===== config.mk =====
export PLATFORM = sky130hd
export DESIGN_NAME = gfp_div_cell
export DESIGN_NICKNAME = d
export VERILOG_FILES = /design/src/rtl/gfp_pkg.sv /design/src/rtl/gfp_div_cell.sv
export SDC_FILE = /design/constraint.sdc
export NUM_CORES = 1
export LEC_CHECK = 0
export BUFFER_PORTS_ARGS = -buffer_cell sky130_fd_sc_hd__buf_2
export CORE_UTILIZATION = 45
export CTS_CLUSTER_DIAMETER = 150
export DETAILED_ROUTE_END_ITERATION = 10
export MAX_ROUTING_LAYER = met4
export PLACE_DENSITY = 0.77
export SLEW_MARGIN = 10
export SYNTH_ARGS = -nofsm -noshare
export SYNTH_HDL_FRONTEND = slang
export SYNTH_SLANG_ARGS = --single-unit
export TNS_END_PERCENT = 10

===== constraint.sdc =====
create_clock -name i_clk -period 2.4 [get_ports i_clk]
set_input_delay 0.24 -clock i_clk [delete_from_list [all_inputs] [get_ports i_clk]]
set_output_delay 0.24 -clock i_clk [all_outputs]
set_load 0.02 [all_outputs]

===== src/rtl/gfp_pkg.sv =====
`timescale 1ns / 1ps
// ----------------------------------------------------------------------------
// gfp_pkg: shared types and constants
// Register indexes, polynomial coefficients and default sizes for the foot
// trajectory point generator.
// ----------------------------------------------------------------------------
package gfp_pkg;

    // default sizes
    localparam int PHASE_BITS_DEF = 16;
    localparam int TIME_BITS_DEF  = 32;

    // field widths fixed by the interface
    localparam int TIME_W   = 32;
    localparam int PERIOD_W = 24;
    localparam int AMP_W    = 15;
    localparam int COORD_W  = 16;
    localparam int CFG_W    = 24;
    localparam int CFG_IDX_W = 2;

    localparam logic [PERIOD_W-1:0] PERIOD_RST = 24'd1000;

    // sine lane depth in registers
    localparam int LANE_LAT = 8;

    // register indexes
    typedef enum logic [CFG_IDX_W-1:0] {
        REG_STRIDE = 2'd0,
        REG_LIFT   = 2'd1,
        REG_HEIGHT = 2'd2,
        REG_PERIOD = 2'd3
    } t_cfg_reg;

    // quarter-sine polynomial, Q30
    localparam logic [31:0] COEF9 = 32'd172272;
    localparam logic [31:0] HORNER_COEF [4] = '{
        32'd5026994, 32'd85569305, 32'd693598667, 32'd1686629713
    };

endpackage


===== src/rtl/gfp_div_cell.sv =====
`timescale 1ns / 1ps
// ----------------------------------------------------------------------------
// gfp_div_cell: one restoring division step
// Shifts one dividend bit into the partial remainder, subtracts the period
// when it fits and shifts the quotient bit into the word.
// ----------------------------------------------------------------------------
module gfp_div_cell import gfp_pkg::*; #(
    parameter int W         = 32,
    parameter bit FEED_ZERO = 1'b0,
    parameter bit SET_FLAG  = 1'b0
) (
    input  logic                i_clk,
    input  logic                i_en,
    input  logic [PERIOD_W-1:0] i_period,
    input  logic [PERIOD_W-1:0] i_rem,
    input  logic [W-1:0]        i_word,
    input  logic                i_flag,
    output logic [PERIOD_W-1:0] o_rem,
    output logic [W-1:0]        o_word,
    output logic                o_flag
);

    logic [PERIOD_W-1:0] r_rem;
    logic [W-1:0]        r_word;
    logic                r_flag;
    logic                w_bit;
    logic [PERIOD_W:0]   w_r2;
    logic [PERIOD_W:0]   w_p;
    logic                w_ge;
    logic [PERIOD_W-1:0] n_rem;
    logic                n_flag;

    // trial subtract
    always_comb begin
        w_bit  = FEED_ZERO ? 1'b0 : i_word[W-1];
        w_r2   = {i_rem, w_bit};
        w_p    = {1'b0, i_period};
        w_ge   = (w_r2 >= w_p);
        n_rem  = w_ge ? PERIOD_W'(w_r2 - w_p) : w_r2[PERIOD_W-1:0];
        // swing when twice the remainder exceeds the period
        n_flag = SET_FLAG ? (w_r2 > w_p) : i_flag;
    end

    always_ff @(posedge i_clk) begin
        if (i_en) begin
            r_rem  <= n_rem;
            r_word <= {i_word[W-2:0], w_ge};
            r_flag <= n_flag;
        end
    end

    assign o_rem  = r_rem;
    assign o_word = r_word;
    assign o_flag = r_flag;

endmodule


==> impl_metrics.toml <==
[status]
status = "finished, final reports clean"

[yosys]
yosysWarnings = 0
syn_area_per_cell_um2 = 11.0
syn_inst = 336
synth_area_um2 = 3700
synth_top_cell_area_share = 0.462
yosysTopAreaCell = "edfxtp_1"
ys_seq_elements = 57
synthTopCellsByArea = "edfxtp_1 (46%), ha_1 (8.1%), inv_1 (3.3%), a21oi_1 (3.2%), nand3_1 (2.2%)"
synth_flop_cell = "edfxtp_1"
yosysUniqueCellTypes = 60
async_flop_share = 0
synth-edff-count = 57
ys_seq_area_frac = 0.462
synth_nets = 444

[finish]
drive_gt1_frac = 0.460
area_delta_synth_final_pct = 40.9
num-fill-cells = 656
utilization = 0.665
diodes = 0
final_nets = 651
fin_cells = 650
mostFrequentLayoutCells = "buf_2 (139), buf_4 (71), edfxtp_1 (57), inv_1 (33), a21oi_1 (24)"
final_cell_area_um2 = 5220
final_common_cell = "buf_2"

[detailed_routing]
drtPass1Iterations = 7
vias = 3499
drc = 0
via_per_inst = 5.38
wirelength_mm = 10.6
wl_per_cell_um = 16.3
drtAntennaViolNets = 0
drtIter0Drc = 208

[timing]
clock.fmax_mhz = 443
maxSlewViolCount = 0
tightest_slew_ns = 0.627
layout_min_cycle_time_ns = 2.26
grt_setup_unrepaired = "no"
setup_violations = 0
fin_crit_sh = 0.940
fin_hold_ws_ns = 0.0759
finalHoldViolations = 0
slew_headroom = 0.576
fin_tns_setup_ns = 0

[clocking]
cts_tree = "yes"
cts_hold_buffers = 0
htree_levels = 3
cts_root_buf = "clkbuf_8"
clkTransAtPathRegs_ns = 0.07
clock_path_buffers = 2
cts_buffers = 9
cts.sinks = 57

[grt]
grt_pass1_vias = 3469
grtUsageTotal = 0.260
grt_busiest_layer = "met2"
grt_antenna_before_repair = 0
grt-ovfl-total = 0
grt_max_degree = 37
met3_usage = 0.0476
grt_pass1_wl_mm = 16.6
grt_use_met1 = 0.319
grt_util_met2 = 0.436

[critical_path]
cp-end-kind = "flop"
crit_fanout = 14
start_kind = "primary input"
cp.required_ns = 2.49
path_class = "primary input to flop"
crit_arrival_ns = 2.35

[floorplanning]
die_h_um = 92.7
placementRows = 32
die_w_um = 92.7
io-pin-count = 140
start_util = 0.472
core_area_um2 = 7850
fp.dieArea_um2 = 8590

[power_and_ir_drop]
p_per_area_nw_per_um2 = 622
peakVddDrop_mv = 0.289
leakagePower_uw = 0.00240

[min_path]
holdPathStages = 1
hold_path_end = "o_word[17]"
hp-class = "primary input to flop"
hp-start = "i_word[16]"

[run]
maxCapViolations = 0

[place]
io_buffers = 139
dp_cells = 634
gp_congestion = 0.948
dpl.hpwl_mm = 8.43
placed_area_um2 = 5010
## state kept, by name, summed over array words and instances, names as in the netlist
signal  flops
o_rem      24
o_flag      1
o_word     32
## per-layer routing
metal,part of all wire,wire [um]
met2,0.49,5180
met4,0.017,178
met3,0.067,715
met1,0.43,4540
met5,0,0
## timing repair
action	CTS	global route
setup endpoints to repair	0	1
setup buffers	0	0
resized for setup	0	1
## power breakdown
| part | switching (uW) | internal, uW | leakage, uW |
|---|---|---|---|
| clock | 402 | 573 | 0.000104 |
| combinational | 560 | 453 | 0.00173 |
| sequential | 24.0 | 1230 | 0.000558 |
## worst max-delay path, cell delays in order
cell and delay, ns:
buf_2 0.11, ha_1 0.42, nand4_1 0.14, or2_2 0.30
o221ai_1 0.34, a21bo_4 0.23, nor2_8 0.04, inv_6 0.15
mux2_2 0.37
## metrics by stage
step                      setup WS [ns]  power [uW]
after global placement           -0.132        2250
final                             0.144        3250
after floorplan                  0.0165        1870
after CTS                         0.156        3260
after global routing             0.0221        3390
after detailed placement         -0.189        2280
## worst max path at each step
stage                      to  slack, ns  depth (start not counted)         start
detailed placement   o_rem[4]      -0.19                          9     i_rem[17]
global route        o_rem[15]       0.02                          9  i_period[12]
finish               o_rem[4]       0.14                          9     i_rem[17]
floorplan           o_rem[10]       0.02                         11   i_period[8]
global placement     o_rem[4]      -0.13                         10  i_period[18]
CTS                 o_rem[16]       0.16                         10    i_word[31]
## Yosys cell counts (4+ instances only)
master and instances:
o31a_1 4, a21oi_1 24, ha_1 24, and3_1 6, o21a_1 9, o31ai_1 7, xnor2_1 8, clkbuf_1 6
nand2_1 16, nand3_1 16, nor2_1 10, nor2b_1 4, inv_1 33, mux2_2 5, nand4_1 7, buf_2 5
nor3_1 13, o21ai_0 14, mux2_4 5, or3_1 4, o221ai_1 4, edfxtp_1 57
## cell families (layout without fill, tap and decap cells)
| logic type | after synthesis | count (layout) | share of synthesized area |
|---|---|---|---|
| AO/OA/AOI/OAI | 96 | 96 | 0.196 |
| AND/OR/NAND/NOR | 88 | 88 | 0.130 |
| flip-flops | 57 | 57 | 0.462 |
| buffers and inverters | 49 | 261 | 0.0632 |
| adder cells (fa/ha/maj) | 25 | 25 | 0.0865 |
| XOR/XNOR | 11 | 11 | 0.0260 |
| multiplexers | 10 | 10 | 0.0355 |
## area by class of cell
cell class	count	area (um^2)	area share
Tap cell	102	128	0.0245
Inverter	34	133	0.0254
Clock inverter	7	85.1	0.0163
Timing Repair Buffer	211	1250	0.239
Clock buffer	9	124	0.0237
Multi-Input combinational cell	230	1790	0.343
Sequential cell	57	1710	0.328
Power figures use the tool's default switching activity.
